## src/design/pse_pkg.sv

```systemverilog
// shared types, constants and lookup functions for the segment extruder
`timescale 1ns / 1ps
`default_nettype none
package pse_pkg;

  localparam int QUEUE_DEPTH = 2;
  localparam logic [15:0] TEX_LO  = 16'd5243;
  localparam logic [15:0] TEX_HI  = 16'd60293;
  localparam logic [15:0] TEX_MID = 16'd32768;
  localparam logic [15:0] BASE_STEP = 16'd8;
  localparam logic KIND_VERTEX   = 1'b0;
  localparam logic KIND_TRIANGLE = 1'b1;

  // one segment handed from the front to the back
  typedef struct packed {
    logic [31:0] ax;
    logic [31:0] ay;
    logic [31:0] az;
    logic [31:0] bx;
    logic [31:0] by;
    logic [31:0] bz;
    logic [15:0] base;
  } pse_seg_t;

  typedef struct packed {
    logic     valid;
    pse_seg_t seg;
  } pse_push_t;

  typedef struct packed {
    logic full;
    logic valid;
  } pse_qstat_t;

  function automatic logic [15:0] tex_u_of(input logic [2:0] k);
    logic [15:0] r;
    case (k)
      3'd0, 3'd1: r = TEX_LO;
      3'd6, 3'd7: r = TEX_HI;
      default:    r = TEX_MID;
    endcase
    return r;
  endfunction

  function automatic logic [15:0] tex_v_of(input logic [2:0] k);
    return k[0] ? TEX_HI : TEX_LO;
  endfunction

  // corners of the six triangles: (0,2,1) (2,3,1) (2,4,3) (4,5,3) (4,6,5) (6,7,5)
  function automatic logic [2:0] tri_corner(input logic [2:0] t, input logic [1:0] c);
    logic [2:0] r;
    logic [2:0] lo;
    lo = {t[2:1], 1'b0};
    case (c)
      2'd0:    r = t[0] ? lo + 3'd2 : lo;
      2'd1:    r = t[0] ? lo + 3'd3 : lo + 3'd2;
      default: r = lo + 3'd1;
    endcase
    return r;
  endfunction

endpackage
`default_nettype wire

```

## src/design/pse_if.sv

```systemverilog
// stream interfaces for points in and records out
`timescale 1ns / 1ps
`default_nettype none
interface pse_in_if;
  logic               valid;
  logic               ready;
  logic signed [31:0] point_x;
  logic signed [31:0] point_y;
  logic signed [31:0] point_z;
  logic               path_start;
  modport source (output valid, point_x, point_y, point_z, path_start, input ready);
  modport sink (input valid, point_x, point_y, point_z, path_start, output ready);
endinterface

`default_nettype wire

```

## src/design/pse_front.sv

```systemverilog
// front: takes points, keeps the previous point and queues segments
`timescale 1ns / 1ps
`default_nettype none
module pse_front
  import pse_pkg::*;
(
  input  wire logic  clk,
  input  wire logic  rst_n,
  pse_in_if.sink     in_ch,
  input  pse_qstat_t qstat,
  output pse_push_t  push
);

  logic [31:0] prev_x_r, prev_y_r, prev_z_r;
  logic [31:0] prev_x_nxt, prev_y_nxt, prev_z_nxt;
  logic        have_prev_r, have_prev_nxt;
  logic [15:0] base_r, base_nxt;
  logic        beat;
  logic        is_seg;

  assign in_ch.ready = !qstat.full;
  assign beat        = in_ch.valid && in_ch.ready;
  assign is_seg      = !in_ch.path_start && have_prev_r;

  assign push.valid    = beat && is_seg;
  assign push.seg.ax   = prev_x_r;
  assign push.seg.ay   = prev_y_r;
  assign push.seg.az   = prev_z_r;
  assign push.seg.bx   = in_ch.point_x;
  assign push.seg.by   = in_ch.point_y;
  assign push.seg.bz   = in_ch.point_z;
  assign push.seg.base = base_r;

  always_comb begin
    prev_x_nxt    = prev_x_r;
    prev_y_nxt    = prev_y_r;
    prev_z_nxt    = prev_z_r;
    have_prev_nxt = have_prev_r;
    base_nxt      = base_r;
    if (beat) begin
      prev_x_nxt    = in_ch.point_x;
      prev_y_nxt    = in_ch.point_y;
      prev_z_nxt    = in_ch.point_z;
      have_prev_nxt = 1'b1;
      if (in_ch.path_start) begin
        base_nxt = '0;
      end else if (is_seg) begin
        base_nxt = base_r + BASE_STEP;
      end
    end
  end

  always_ff @(posedge clk) begin
    if (!rst_n) begin
      prev_x_r    <= '0;
      prev_y_r    <= '0;
      prev_z_r    <= '0;
      have_prev_r <= 1'b0;
      base_r      <= '0;
    end else begin
      prev_x_r    <= prev_x_nxt;
      prev_y_r    <= prev_y_nxt;
      prev_z_r    <= prev_z_nxt;
      have_prev_r <= have_prev_nxt;
      base_r      <= base_nxt;
    end
  end

endmodule
`default_nettype wire

```

## src/flat_wrapper.sv

```systemverilog
// flat-port wrapper written by rule: the top's interface ports become plain ports
module pse_front_flat import pse_pkg::*;
  (clk, rst_n, qstat, push, in_ch_valid, in_ch_point_x, in_ch_point_y, in_ch_point_z, in_ch_path_start, in_ch_ready);
  pse_in_if in_ch_i ();
  input  wire logic clk;
  input  wire logic rst_n;
  input  pse_qstat_t qstat;
  output pse_push_t push;
  input wire logic [$bits(in_ch_i.valid)-1:0] in_ch_valid;
  input wire logic [$bits(in_ch_i.point_x)-1:0] in_ch_point_x;
  input wire logic [$bits(in_ch_i.point_y)-1:0] in_ch_point_y;
  input wire logic [$bits(in_ch_i.point_z)-1:0] in_ch_point_z;
  input wire logic [$bits(in_ch_i.path_start)-1:0] in_ch_path_start;
  output wire logic [$bits(in_ch_i.ready)-1:0] in_ch_ready;
  assign in_ch_i.valid = in_ch_valid;
  assign in_ch_i.point_x = in_ch_point_x;
  assign in_ch_i.point_y = in_ch_point_y;
  assign in_ch_i.point_z = in_ch_point_z;
  assign in_ch_i.path_start = in_ch_path_start;
  assign in_ch_ready = in_ch_i.ready;
  pse_front u_core (.clk(clk), .rst_n(rst_n), .in_ch(in_ch_i), .qstat(qstat), .push(push));
endmodule
```

## config.mk

```make
export PLATFORM = sky130hd
export DESIGN_NAME = pse_front_flat
export DESIGN_NICKNAME = d
export VERILOG_FILES = /design/src/design/pse_pkg.sv /design/src/design/pse_if.sv /design/src/design/pse_front.sv /design/src/flat_wrapper.sv
export SDC_FILE = /design/constraint.sdc
export NUM_CORES = 1
export LEC_CHECK = 0
export BUFFER_PORTS_ARGS = -buffer_cell sky130_fd_sc_hd__buf_2
export CAP_MARGIN = 25
export CORE_ASPECT_RATIO = 1.1
export CORE_MARGIN = 2
export CORE_UTILIZATION = 25
export CTS_BUF_LIST = sky130_fd_sc_hd__clkbuf_4
export DETAILED_ROUTE_END_ITERATION = 10
export MAX_ROUTING_LAYER = met4
export PLACE_DENSITY_LB_ADDON = 0.2
export SETUP_SLACK_MARGIN = 0.02
export SLEW_MARGIN = 5
export SYNTH_ARGS = -nofsm -noshare
export SYNTH_HDL_FRONTEND = slang
export SYNTH_SLANG_ARGS = --single-unit
```

## constraint.sdc

```tcl
create_clock -name clk -period 1.3 [get_ports clk]
set_input_delay 0.13 -clock clk [delete_from_list [all_inputs] [get_ports clk]]
set_output_delay 0.13 -clock clk [all_outputs]
set_load 0.05 [all_outputs]
```

==> impl_metrics.json <==
{
  "run_status": "complete, but fails checks",
  "violations": "setup timing",
  "hold_slack_ps": 77.2,
  "maxCapViolations": 0,
  "rsz0062_at_grt": "true",
  "clockBufferDepth": 2,
  "min_period_ps": 1480,
  "wl_met2_mm": 7.59,
  "r2r-end": "u_core.base_r[10]",
  "synth-seq-cells": 110,
  "cp-start-kind": "flip-flop",
  "drv_slew": 0,
  "synthTopCellsByArea": "dfxtp_1 (46%), nand2_1 (16%), buf_4 (16%), a21oi_1 (11%), clkbuf_1 (1.9%)",
  "numCtsBuffers": 9,
  "tritoncts": "yes",
  "setup_viol": 4,
  "dr.pass1.iters": 4,
  "die_area_um2": 20100,
  "clock-root-buffer": "clkbuf_4",
  "critPathArrivalTime_ps": 1350,
  "end_kind": "output port",
  "yosys.area.top_type_share": 0.465,
  "regToRegStartpoint": "u_core.have_prev_r",
  "gp_congestion": 0.751,
  "hp-class": "input port to flip-flop",
  "timing.final.ws_setup_ps": -178,
  "syn_to_final_growth_pct": 65.0,
  "grt_pass1_vias": 4866,
  "hold_viol": 0,
  "portBuffers": 307,
  "ys_warn_count": 0,
  "start_util": 0.256,
  "yosysSeqAreaShare": 0.465,
  "synth.avg_cell_area_um2": 7.77,
  "hold_end": "u_core.base_r[6]",
  "wl_per_cell_um": 13.0,
  "num_rows": 52,
  "die_w_um": 135,
  "grt_pass1_wl_mm": 23.3,
  "drt_iter0_markers": 145,
  "fillers": 1848,
  "required_ps": 1170,
  "p_leak_nw": 3.50,
  "hp-start": "in_ch_valid",
  "fin_area_um2": 7820,
  "vias": 5053,
  "grt_max_degree": 64,
  "finalCritPeriodShare": 1.14,
  "place_area_um2": 6070,
  "tns_ps": -229,
  "fin_cells": 1178,
  "die_h_um": 148,
  "viasPerCell": 4.29,
  "yosysUniqueCellTypes": 39,
  "cts-htree-levels": 3,
  "placeableCoreArea_um2": 18500,
  "ff2ff_path_depth": 5,
  "critPathLaunch": "u_core.have_prev_r",
  "dp.cells": 1057,
  "grt_overflow": 0,
  "reg2reg_slack_ps": -20,
  "netlist_area_um2": 4740,
  "numClockSinks": 110,
  "drive_gt1_frac": 0.424,
  "highest_layer": "met4",
  "path_max_fanout": 2,
  "worstSetupPathType": "flip-flop to output port",
  "ir_drop_uv": 487,
  "finClkSkew_ps": 25.0,
  "hold_path_depth": 4,
  "netlist_instances": 610,
  "place_worst_setup_slack_ps": 1.12,
  "met3_length_mm": 1.19,
  "yosysTopAreaCell": "dfxtp_1",
  "grt_util_all_layers": 0.149,
  "m1WireLength_mm": 6.27,
  "antenna_found_initial": 1,
  "max_freq_ghz": 0.677,
  "final_nets": 1032,
  "wl_mm": 15.3,
  "clock_latency_ps": 500,
  "ant_nets": 0,
  "io_pins": 312,
  "path_clk_slew_ps": 190,
  "drt_drc_violations_left": 0,
  "dp_hpwl_mm": 10.2,
  "p_per_area_nw_per_um2": 996
}
==> layout make-up <==
| type | count | area [um2] | share of cell area |
|---|---|---|---|
| Sequential cell | 110 | 2260 | 0.289 |
| Timing Repair Buffer | 441 | 3370 | 0.431 |
| Antenna cell | 1 | 2.50 | 0.000320 |
| Inverter | 4 | 16.3 | 0.00208 |
| Multi-Input combinational cell | 363 | 1720 | 0.220 |
| Clock inverter | 7 | 80.1 | 0.0102 |
| Clock buffer | 9 | 67.6 | 0.00865 |
| Tap cell | 243 | 304 | 0.0389 |
==> report_power, final <==
group | leakage [nW] | switching, mW | internal (mW)
clock network | 0.0807 | 1.26 | 0.618
registers | 0.911 | 0.0768 | 3.49
logic | 2.50 | 1.58 | 0.758
==> logic make-up after synthesis <==
logic type	after synthesis	synth area share
other	1	0.000792
adder cells (fa/ha/maj)	1	0.00264
AO/OA/AOI/OAI	123	0.138
AND/OR/NAND/NOR	235	0.200
multiplexers	1	0.00211
buffers and inverters	139	0.192
flip-flops	110	0.465
==> cells in the mapped netlist, drive strengths merged <==
master,instances
ha,1
a21o,1
nand4bb,1
a31oi,2
mux2i,1
or3,1
nor2,10
o2111ai,1
o31ai,1
and4,2
o21ai,6
nand3,8
o211ai,1
nor2b,1
nand4,1
a41oi,1
conb,1
clkbuf,24
buf,111
o21a,1
a211oi,1
a21oi,104
nand3b,1
or4,2
inv,4
nand2b,1
nor3,3
a22oi,1
a31o,1
or2,1
and2b,1
dfxtp,110
nand2,200
nand4b,1
a311oi,2
and3,1
==> placed cells by master, fill, tap and decap left out, types with 9 or more instances in the layout <==
cell           netlist  layout
buf_4               99      82
buf_2               12     197
dfxtp_2              0       9
dlygate4sd3_1        0      98
a21oi_1            104     103
nand2_1            200     200
nor2_1              10       9
dfxtp_4              0      12
dfxtp_1            110      89
clkbuf_4             0      15
buf_6                0      44
==> critical path, cell delays in order (launching register included) <==
cell and delay (ps):
dfxtp_2 370, nand4bb_1 150, inv_2 100, buf_6 100
buf_8 130
==> registers in the layout (all words and copies together), names as in the netlist <==
signal              flops
u_core.prev_x_r        32
u_core.have_prev_r      1
u_core.prev_z_r        32
u_core.base_r          13
u_core.prev_y_r        32
==> repair_timing <==
action | CTS | global route
setup endpoints to repair | 106 | 63
resized for setup | 135 | 64
buffers inserted | 4 | 4
hold buffers | 98 | 0
pin swaps | 3 | 7
endpoints found under the hold margin | 102 | 0
==> how the worst max path moves through the flow <==
stage | depth (start not counted) | slack, ps | to
2_1_floorplan | 4 | -110 | u_core.base_r[14]
3_3_place_gp | 4 | 2 | u_core.base_r[14]
3_5_place_dp | 4 | 1 | u_core.base_r[14]
4_1_cts | 4 | -230 | push[208]
5_1_grt | 4 | -290 | push[208]
6_report | 4 | -180 | push[208]
==> routing by layer <==
metal / global-route usage / vias to the layer above
met5: - / -
met4: 0.0458 / 0
met3: 0.0351 / 23
met2: 0.264 / 232
met1: 0.166 / 2280
li1: - / 2518
==> through the flow <==
stage / util / power, mW
global route: 0.423 / 8.16
CTS: 0.410 / 7.86
finish: 0.423 / 7.78
detailed placement: 0.328 / 5.63
global placement: 0.328 / 5.63
floorplan: - / 5.23
Power figures use the tool's default switching activity.
