==> config.mk <==
export PLATFORM = sky130hd
export DESIGN_NAME = pse_queue
export DESIGN_NICKNAME = d
export VERILOG_FILES = /design/src/design/pse_pkg.sv /design/src/design/pse_queue.sv
export SDC_FILE = /design/constraint.sdc
export NUM_CORES = 1
export LEC_CHECK = 0
export BUFFER_PORTS_ARGS = -buffer_cell sky130_fd_sc_hd__buf_2
export CAP_MARGIN = 20
export CORE_MARGIN = 2
export CORE_UTILIZATION = 56
export DETAILED_ROUTE_END_ITERATION = 7
export PLACE_DENSITY = 0.89
export SYNTH_ARGS = -nofsm -noshare
export SYNTH_HDL_FRONTEND = slang
export SYNTH_SLANG_ARGS = --single-unit
==> constraint.sdc <==
create_clock -name clk -period 19.78 [get_ports clk]
set_clock_uncertainty 0.05 [all_clocks]
set_input_delay 0.989 -clock clk [delete_from_list [all_inputs] [get_ports clk]]
set_output_delay 0.989 -clock clk [all_outputs]
set_load 0.05 [all_outputs]
==> src/design/pse_pkg.sv <==
// shared types, constants and lookup functions for the segment extruder
`timescale 1ns / 1ps
`default_nettype none
package pse_pkg;

  localparam int QUEUE_DEPTH = 2;
  localparam logic [15:0] TEX_LO  = 16'd5243;
  localparam logic [15:0] TEX_HI  = 16'd60293;
  localparam logic [15:0] TEX_MID = 16'd32768;
  localparam logic [15:0] BASE_STEP = 16'd8;
  localparam logic KIND_VERTEX   = 1'b0;
  localparam logic KIND_TRIANGLE = 1'b1;

  // one segment handed from the front to the back
  typedef struct packed {
    logic [31:0] ax;
    logic [31:0] ay;
    logic [31:0] az;
    logic [31:0] bx;
    logic [31:0] by;
    logic [31:0] bz;
    logic [15:0] base;
  } pse_seg_t;

  typedef struct packed {
    logic     valid;
    pse_seg_t seg;
  } pse_push_t;

  typedef struct packed {
    logic full;
    logic valid;
  } pse_qstat_t;

  function automatic logic [15:0] tex_u_of(input logic [2:0] k);
    logic [15:0] r;
    case (k)
      3'd0, 3'd1: r = TEX_LO;
      3'd6, 3'd7: r = TEX_HI;
      default:    r = TEX_MID;
    endcase
    return r;
  endfunction

  function automatic logic [15:0] tex_v_of(input logic [2:0] k);
    return k[0] ? TEX_HI : TEX_LO;
  endfunction

  // corners of the six triangles: (0,2,1) (2,3,1) (2,4,3) (4,5,3) (4,6,5) (6,7,5)
  function automatic logic [2:0] tri_corner(input logic [2:0] t, input logic [1:0] c);
    logic [2:0] r;
    logic [2:0] lo;
    lo = {t[2:1], 1'b0};
    case (c)
      2'd0:    r = t[0] ? lo + 3'd2 : lo;
      2'd1:    r = t[0] ? lo + 3'd3 : lo + 3'd2;
      default: r = lo + 3'd1;
    endcase
    return r;
  endfunction

endpackage
`default_nettype wire

==> src/design/pse_queue.sv <==
// short segment queue between front and back
`timescale 1ns / 1ps
`default_nettype none
module pse_queue
  import pse_pkg::*;
(
  input  wire logic  clk,
  input  wire logic  rst_n,
  input  pse_push_t  push,
  input  wire logic  pop,
  output pse_qstat_t qstat,
  output pse_seg_t   head
);

  localparam int PW = $clog2(QUEUE_DEPTH);

  pse_seg_t        ent_r [QUEUE_DEPTH];
  logic [PW-1:0]   wr_ptr_r, rd_ptr_r;
  logic [PW:0]     count_r;

  assign qstat.full  = (count_r == (PW+1)'(QUEUE_DEPTH));
  assign qstat.valid = (count_r != '0);
  assign head        = ent_r[rd_ptr_r];

  always_ff @(posedge clk) begin
    if (push.valid) begin
      ent_r[wr_ptr_r] <= push.seg;
    end
  end

  always_ff @(posedge clk) begin
    if (!rst_n) begin
      wr_ptr_r <= '0;
      rd_ptr_r <= '0;
      count_r  <= '0;
    end else begin
      if (push.valid) begin
        wr_ptr_r <= (wr_ptr_r == PW'(QUEUE_DEPTH - 1)) ? '0 : wr_ptr_r + 1'b1;
      end
      if (pop) begin
        rd_ptr_r <= (rd_ptr_r == PW'(QUEUE_DEPTH - 1)) ? '0 : rd_ptr_r + 1'b1;
      end
      count_r <= count_r + (PW+1)'(push.valid) - (PW+1)'(pop);
    end
  end

endmodule
`default_nettype wire

==> metrics.csv, run 1 <==
metric;value;unit
drcViolationCount;0;
syn-instance-count;668;
num_vias;7922;
nNetsFinal;1333;
final.period_utilization;22.82;%
syn_area_per_cell;23.43;um^2
powerDensity;111.4;nW/um^2
fillers;1721;
htree_levels;2;
rsz0062_at_grt;false;
rows;61;
fp.dieW;171.2;um
ys_seq_area_share;80.46;%
reg2reg_slack;17.02;ns
cpMostUsedCell;buf_4;
vdd_drop_max;0.00008240;V
cts-root-buf;clkbuf_16;
cts.clk_slew.worst_paths;0.06;ns
io_pins;422;
fp.dieArea;29300;um^2
ant_nets;0;
wire_per_inst;20.50;um
finalSetupViolCount;0;
gp_congestion;0.7844;
synth.ff_latch_count;421;
cp.arrival;3.47;ns
max_stage_delay;0.87;ns
drtIter0Drc;551;
grt_antenna_before_repair;8;
fmax;221.5;MHz
end_kind;output port;
fp.coreArea;27630;um^2
min_path_type;register to register;
p_leak;7.550;nW
vias_per_cell;5.151;
clockBufferDepth;3;
setup_ws;15.27;ns
maxSlewHeadroom;28.25;%
post_cts_buffers;0;
initial_utilization;56.64;%
first_pass_iters;5;
dp_hpwl;21.25;mm
fin_tns_setup;0;ns
clock_sink_count;421;
final_common_cell;buf_2;
crit_fanout;65;
cts_tree;yes;
yosys.area.top_type_share;79.82;%
overflow;0;
crit_path_start_kind;register;
cts_inserted_buffers;42;
cap_violations;0;
worst_pin_slew;1.076;ns
critical_path_buf_inv_count;3;
cp_slowest_cell;buf_4;
post-route-min-period;4.514;ns
hold_buffers;0;
path_delay_family;buffers and inverters;
worstSkewPairLatency;0.52;ns
crit_type;register to output port;
cp_cell_sequence;buf_4 -> buf_4 -> mux2_2 -> buf_2;
die-height;171.2;um
synthDistinctLibCells;14;
syn_to_final_growth;24.58;%
drive_gt1_share;60.85;%
grt_pass1_vias;8311;
synth.area.top_cells;edfxtp_1, mux2_4, mux2_2;
grt_max_degree;86;
most-common-layout-cells;buf_2, edfxtp_1, mux2_2;
portBuffers;421;
hold_viol_final;0;
netlist_area;15650;um^2
grt_pass1_wl;45.55;mm
preCtsSetupSlack;15.82;ns
drv_slew;0;
required;18.74;ns
yosys.area.top_type;edfxtp_1;
grt_usage;20.61;%
wirelength;31.52;mm
cts_resized;0;
synth_nets;882;
status;completed;
ys_warn_count;0;
[state kept, by name (all words and copies together) (netlist names), named ones only]
register and cells:
count_r 2, ent_r 416, rd_ptr_r 1, wr_ptr_r 1
[through the flow]
step | instance area [um^2] | hold WS [ns] | power (W) | instances | util, %
2_1_floorplan | 15650 | 0.5046 | 0.001345 | 668 | -
3_3_place_gp | 18090 | 0.5174 | 0.001409 | 1452 | 65.49
3_5_place_dp | 18090 | 0.5173 | 0.001418 | 1452 | 65.49
4_1_cts | 19450 | 0.5319 | 0.002190 | 1529 | 70.39
5_1_grt | 19490 | 0.5623 | 0.002240 | 1537 | 70.56
6_report | 19500 | 0.5241 | 0.002172 | 1538 | 70.56
[power by group]
group | total, W | switching, W | internal [W]
combinational | 0.000353 | 0.000245 | 0.000108
clock | 0.000773 | 0.000312 | 0.000461
sequential | 0.00105 | 0.0000142 | 0.00103
total | 0.00217 | 0.000571 | 0.00160
[worst register-to-register path: stages (launching register included)]
cell and delay [ns]:
dfxtp_1 0.34, nor2b_4 0.60, buf_4 0.46, buf_4 0.86
[final timing paths]
kind / startpoint / end / cells after the start
worst max-delay path: register / head[30] / 4
worst min-delay path: rd_ptr_r / register / 2
worst max register to register: wr_ptr_r / ent_r[0][113] / 3
worst min register to register: rd_ptr_r / register / 2
[final cells by class]
cell class / instances / area, um^2 / share of cell area [%]
inverter: 2 / 7.507 / 0.03851
tap: 378 / 473.0 / 2.426
multi-input combinational: 222 / 2851 / 14.63
clock inverter: 20 / 205.2 / 1.052
clock buffer: 57 / 1149 / 5.891
antenna: 8 / 20.02 / 0.1027
timing repair buffer: 430 / 2195 / 11.26
sequential: 421 / 12600 / 64.61
[Yosys cell counts]
master / n
o21a_1: 1
mux2_2: 107
mux2_4: 101
buf_6: 15
inv_1: 2
xor2_1: 1
nor2b_1: 4
and2_1: 4
ha_1: 2
dfxtp_1: 5
edfxtp_1: 416
or2_2: 1
buf_2: 8
xnor3_1: 1
[per-layer routing]
layer | up-vias | global-route usage [%] | wire, um
met5 | - | 0 | 0
met4 | 0 | 8.401 | 883
met3 | 61 | 7.294 | 3167
met2 | 394 | 36.06 | 16270
met1 | 3884 | 23.02 | 11200
li1 | 3583 | - | -
[cell families (layout without fill, tap and decap cells)]
family          Yosys count  after routing  share of synthesized area [%]
flops                   421            421                          80.46
compound gates            1              1                        0.04799
xor+xnor                  2              2                         0.1999
mux                     208            208                          17.39
other cells               0              8                              0
simple gates              9              9                         0.3597
buf+inv                  25            509                          1.383
fa+ha+maj                 2              2                         0.1599
Power figures use the tool's default switching activity.
==> run 2: changes to the inputs <==
--- a/config.mk
+++ b/config.mk
@@ -5,12 +5,13 @@
 export SDC_FILE = /design/constraint.sdc
 export NUM_CORES = 1
 export LEC_CHECK = 0
+export ABC_AREA = 1
 export BUFFER_PORTS_ARGS = -buffer_cell sky130_fd_sc_hd__buf_2
 export CAP_MARGIN = 20
 export CORE_MARGIN = 2
-export CORE_UTILIZATION = 56
+export CORE_UTILIZATION = 52
 export DETAILED_ROUTE_END_ITERATION = 7
-export PLACE_DENSITY = 0.89
+export PLACE_DENSITY = 0.84
 export SYNTH_ARGS = -nofsm -noshare
 export SYNTH_HDL_FRONTEND = slang
 export SYNTH_SLANG_ARGS = --single-unit
==> constraint.sdc (replaced) <==
create_clock -name clk -period 4.2 [get_ports clk]
set_clock_uncertainty 0.05 [all_clocks]
set_input_delay 0.21 -clock clk [delete_from_list [all_inputs] [get_ports clk]]
set_output_delay 0.21 -clock clk [all_outputs]
set_load 0.05 [all_outputs]
==> run 2 against run 1 <==
  * Combinational power rose to 4.7 times the previous value
  * Global-route usage rose by 3.4 points
  * Critical path depth fell by 1
  * Flip-flop and latch count stayed put
  * Synthesized cell count grew 1.8%
  * Register-to-register slack lost 15 ns
  * Count of clock-buffer cells in the layout down 4
  * Sequential share of layout area shrank 6.4 points
  * Clock power rose to 4.7 times the previous value
  * Cell count increased by 15%
  * Via count up 15%
  * Total power rose to 4.7 times the previous value
  * Highest routed layer is now met5
==> metrics.csv, run 2 <==
metric;value;unit
num_vias;9125;
clock_sink_count;421;
cts_inserted_buffers;42;
fp.coreArea;29640;um^2
synth.ff_latch_count;421;
yosys.area.top_type;edfxtp_1;
dp_hpwl;20.82;mm
post_cts_buffers;0;
gp_congestion;0.7719;
ys_warn_count;0;
io_pins;422;
ys_seq_area_share;80.47;%
yosys.area.top_type_share;79.83;%
reg_top3;ent_r x416, count_r x2;
most-common-layout-cells;buf_2, edfxtp_1, dlygate4sd3_1;
worst_pin_slew;0.7533;ns
preCtsSetupSlack;2.095;ns
async_flop_share;0;%
grt_pass1_vias;9793;
crit_fanout;91;
synthDistinctLibCells;12;
rsz0062_at_grt;false;
min_path_type;input pin to register;
drtIter0Drc;628;
initial_utilization;52.79;%
largest_reg_flops;416;
grt_max_degree;107;
drv_slew;0;
post-route-min-period;2.672;ns
fin_tns_setup;0;ns
fmax;374.2;MHz
syn-instance-count;680;
yosys_most_used_dff;edfxtp_1;
grt_pass1_wl;56.34;mm
fp.dieW;177.5;um
crit_type;register to output port;
top_register;ent_r;
crit_path_start_kind;register;
finalSetupViolCount;0;
cts_tree;yes;
status;completed;
fillers;1648;
syn_area_per_cell;23.01;um^2
cts.clk_slew.worst_paths;0.06;ns
netlist_area;15650;um^2
hold_ws;0.3475;ns
end_kind;output port;
nNetsFinal;1554;
yosysMostFrequentCell;edfxtp_1;
synth_nets;894;
setup_ws;1.528;ns
p_leak;8.445;nW
drive_gt1_share;50.51;%
rows;63;
htree_levels;2;
final.period_utilization;63.63;%
die-height;177.5;um
grt_usage;24.04;%
drcViolationCount;0;
maxSlewHeadroom;49.68;%
cp.arrival;2.41;ns
clockBufferDepth;3;
fp.dieArea;31500;um^2
first_pass_iters;4;
cts-root-buf;clkbuf_16;
synth_edf_count;416;
synth_commonest_cells;edfxtp_1, mux2_2, mux2_4, buf_6, nand2_1;
powerDensity;474.7;nW/um^2
vdd_drop_max;0.0004666;V
wire_per_inst;22.12;um
required;3.94;ns
final_common_cell;buf_2;
cap_violations;0;
grt_antenna_before_repair;4;
overflow;0;
wirelength;39.06;mm
synth.area.top_cells;edfxtp_1, mux2_4, mux2_2;
cts_resized;0;
hold_viol_final;0;
vias_per_cell;5.167;
ant_nets;0;
power;0.01027;W
syn_to_final_growth;38.30;%
reg2reg_slack;2.10;ns
worstSkewPairLatency;0.52;ns
portBuffers;421;
==> run 2: changes by cell type after synthesis, sizes merged <==
cell | before | now
a21oi | 0 | 1
and2 | 4 | 0
inv | 2 | 7
nand2 | 0 | 9
nand3 | 0 | 1
nor2 | 0 | 8
nor2b | 4 | 0
o21a | 1 | 0
or2 | 1 | 0
xnor3 | 1 | 0
xor2 | 1 | 0
==> run 2: cell type report <==
type                       count  area (um^2)  area share (%)
antenna                        4        10.01         0.04625
clock buffer                  53         1156           5.342
clock inverter                23        183.9          0.8499
inverter                       7        30.03          0.1388
multi-input combinational    229         2828           13.07
sequential                   421        12600           58.20
tap                          390        488.0           2.255
timing repair buffer         639         4349           20.10
==> run 2: cells by family after synthesis <==
family / share of synthesized area (%)
and+or+nand+nor: 0.4398
AOI/OAI and AO/OA: 0.03195
adders and majority gates: 0.1599
muxes: 17.39
buffers and inverters: 1.503
DFF: 80.47
==> run 2: critical path: stages, from the launching register on <==
cell and delay, ns:
dfxtp_4 0.64, buf_12 0.50, mux2_2 0.42, buf_2 0.21
==> run 2: metal layers <==
metal / track usage, % / routed length (um) / vias up
met5: 0 / 16 / -
met4: 9.051 / 1276 / 2
met3: 6.298 / 3471 / 84
met2: 44.36 / 20890 / 556
met1: 26.41 / 13400 / 4459
li1: - / - / 4024
==> run 2: where the power goes <==
part           switching (W)  internal [W]  total, W  leakage [nW]
logic                0.00110      0.000571   0.00167          3.85
clock network        0.00152       0.00213   0.00365         0.652
registers          0.0000744       0.00487   0.00495          3.95
==> run 2: path summary, 6_finish.rpt <==
| check | from | end | cells after the start |
|---|---|---|---|
| setup / recovery | register | head[192] | 3 |
| hold reg to reg | rd_ptr_r | register | 2 |
| setup reg to reg | wr_ptr_r | ent_r[1][120] | 3 |
| hold / removal | push[195] | ent_r[1][195] | 2 |
==> run 2: repair_timing <==
item / 4_1_cts / 5_1_grt
setup endpoints to repair: 0 / 0
hold buffers: 212 / 0
endpoints found under the hold margin: 421 / 0
==> run 2: stage by stage <==
stage	area (um^2)	utilization [%]	instances
after floorplan	15660	-	680
after global placement	18170	61.30	1474
after detailed placement	18170	61.30	1474
after CTS	21630	72.98	1762
after global routing	21640	73.01	1765
final	21640	73.02	1766
==> run 3: changes to the inputs <==
--- a/config.mk
+++ b/config.mk
@@ -9,9 +9,9 @@
 export BUFFER_PORTS_ARGS = -buffer_cell sky130_fd_sc_hd__buf_2
 export CAP_MARGIN = 20
 export CORE_MARGIN = 2
-export CORE_UTILIZATION = 52
+export CORE_UTILIZATION = 47
 export DETAILED_ROUTE_END_ITERATION = 7
-export PLACE_DENSITY = 0.84
+export PLACE_DENSITY = 0.8
 export SYNTH_ARGS = -nofsm -noshare
 export SYNTH_HDL_FRONTEND = slang
 export SYNTH_SLANG_ARGS = --single-unit
==> constraint.sdc (replaced) <==
create_clock -name clk -period 2.35 [get_ports clk]
set_clock_uncertainty 0.05 [all_clocks]
set_input_delay 0.1175 -clock clk [delete_from_list [all_inputs] [get_ports clk]]
set_output_delay 0.1175 -clock clk [all_outputs]
set_load 0.05 [all_outputs]
==> run 3 against run 2 <==
  * First-iteration DRC count fell by 40%
  * Utilization fell by 6.2 points
  * Sequential share of layout area fell by 0.54 points
  * Cell count rose by 3.9%
  * Critical path depth rose by 1
  * Total power rose by 78%
  * Worst setup slack got worse by 1.3 ns
  * Register-to-register slack got worse by 1.5 ns
  * Critical endpoint is now head[104]
  * Largest cell class unchanged
==> metrics.csv, run 3 (same netlist as run 2, synthesis figures left out) <==
metric;value;unit
status;completed;
rsz0062_at_grt;false;
ant_nets;0;
cp.arrival;1.98;ns
cts_inserted_buffers;43;
crit_fanout;25;
cts_tree;yes;
vias_per_cell;4.932;
die-height;186.5;um
drv_slew;0;
maxSlewHeadroom;54.54;%
cts-root-buf;clkbuf_16;
finalSetupViolCount;0;
max_stage_delay;0.39;ns
cap_violations;0;
worstSkewPairLatency;0.52;ns
final_common_cell;buf_2;
wire_per_inst;20.17;um
vdd_drop_max;0.0008538;V
largest_reg_flops;416;
drive_gt1_share;51.37;%
clock_sink_count;421;
clockBufferDepth;3;
end_kind;output port;
nNetsFinal;1571;
required;2.18;ns
fmax;464.7;MHz
dp_hpwl;21.52;mm
fp.dieArea;34770;um^2
dr_wl_met2;19.41;mm
preCtsSetupSlack;0.6120;ns
p_leak;8.528;nW
dr_wl_met3;2.797;mm
grt_max_degree;109;
crit_type;register to output port;
hold_viol_final;0;
initial_utilization;47.85;%
most-common-layout-cells;buf_2, edfxtp_1, dlygate4sd3_1;
powerDensity;836.2;nW/um^2
cts_resized;0;
num_vias;9046;
post-route-min-period;2.152;ns
fp.coreArea;32700;um^2
cp_cell_sequence;buf_12 -> buf_4 -> mux2_4 -> buf_2;
met1_length;13.68;mm
syn_to_final_growth;39.60;%
fp.dieW;186.5;um
grt_usage;20.64;%
crit_path_start_kind;register;
reg2reg_slack;0.58;ns
worst_pin_slew;0.6820;ns
min_path_type;input pin to register;
reg_top3;ent_r x416, count_r x2;
first_pass_iters;4;
grt_pass1_wl;55.68;mm
grt_antenna_before_repair;2;
grt_pass1_vias;9969;
setup_ws;0.1981;ns
min_delay_path_depth;2;
overflow;0;
drcViolationCount;0;
maxUsedRoutingLayer;met4;
reg2reg_depth;7;
portBuffers;421;
fillers;2068;
top_register;ent_r;
cp_slowest_cell;dfxtp_4;
cts.clk_slew.worst_paths;0.06;ns
wirelength;36.98;mm
drtIter0Drc;374;
gp_congestion;0.7908;
io_pins;422;
final_core_util;66.80;%
final.period_utilization;91.57;%
rows;66;
htree_levels;2;
run 3: final cells by class:
type,instances,area (um^2),area share (%)
antenna,2,5.005,0.02291
clock buffer,51,1149,5.258
clock inverter,27,186.4,0.8534
inverter,7,30.03,0.1375
multi-input combinational,229,2830,12.96
sequential,421,12600,57.67
tap,442,553.0,2.532
timing repair buffer,655,4494,20.57
run 3: metrics by stage:
stage	hold slack (ns)	setup TNS [ns]	total power (W)	cells	cell area [um^2]
3_5_place_dp	0.2591	0	0.01165	1541	18380
5_1_grt	0.2572	0	0.01881	1834	21840
3_3_place_gp	0.2539	0	0.01159	1541	18380
4_1_cts	0.2380	0	0.01831	1831	21830
2_1_floorplan	0.1610	-645.14	0.01096	680	15660
6_report	0.2607	0	0.01827	1834	21840
run 3: worst max-delay path, delay by kind of cell, from the launching register on:
kind	cells	cell delay [ns]
buffers and inverters	3	0.70
flip-flops	1	0.39
multiplexers	1	0.33
run 3: layer usage:
metal  track usage [%]  vias up
met5                 0        -
met1             23.12     4458
li1                  -     4058
met2             37.84      457
met3             5.586       73
met4             7.234        0
run 3: path summary, 6_finish.rpt:
check,start,endpoint
setup / recovery,register,head[104]
hold / removal,push[74],ent_r[1][74]
setup reg to reg,count_r[0],count_r[0]
hold reg to reg,rd_ptr_r,register
run 3: repair_timing:
item | in CTS | in global routing
hold buffers | 212 | 0
setup buffers | 0 | 1
setup endpoints to repair | 0 | 5
hold endpoints to repair | 421 | 0
run 3: power by group:
group	switching, W	internal, W
logic	0.00196	0.00105
registers	0.000112	0.00871
clock network	0.00273	0.00371
total	0.00480	0.0135
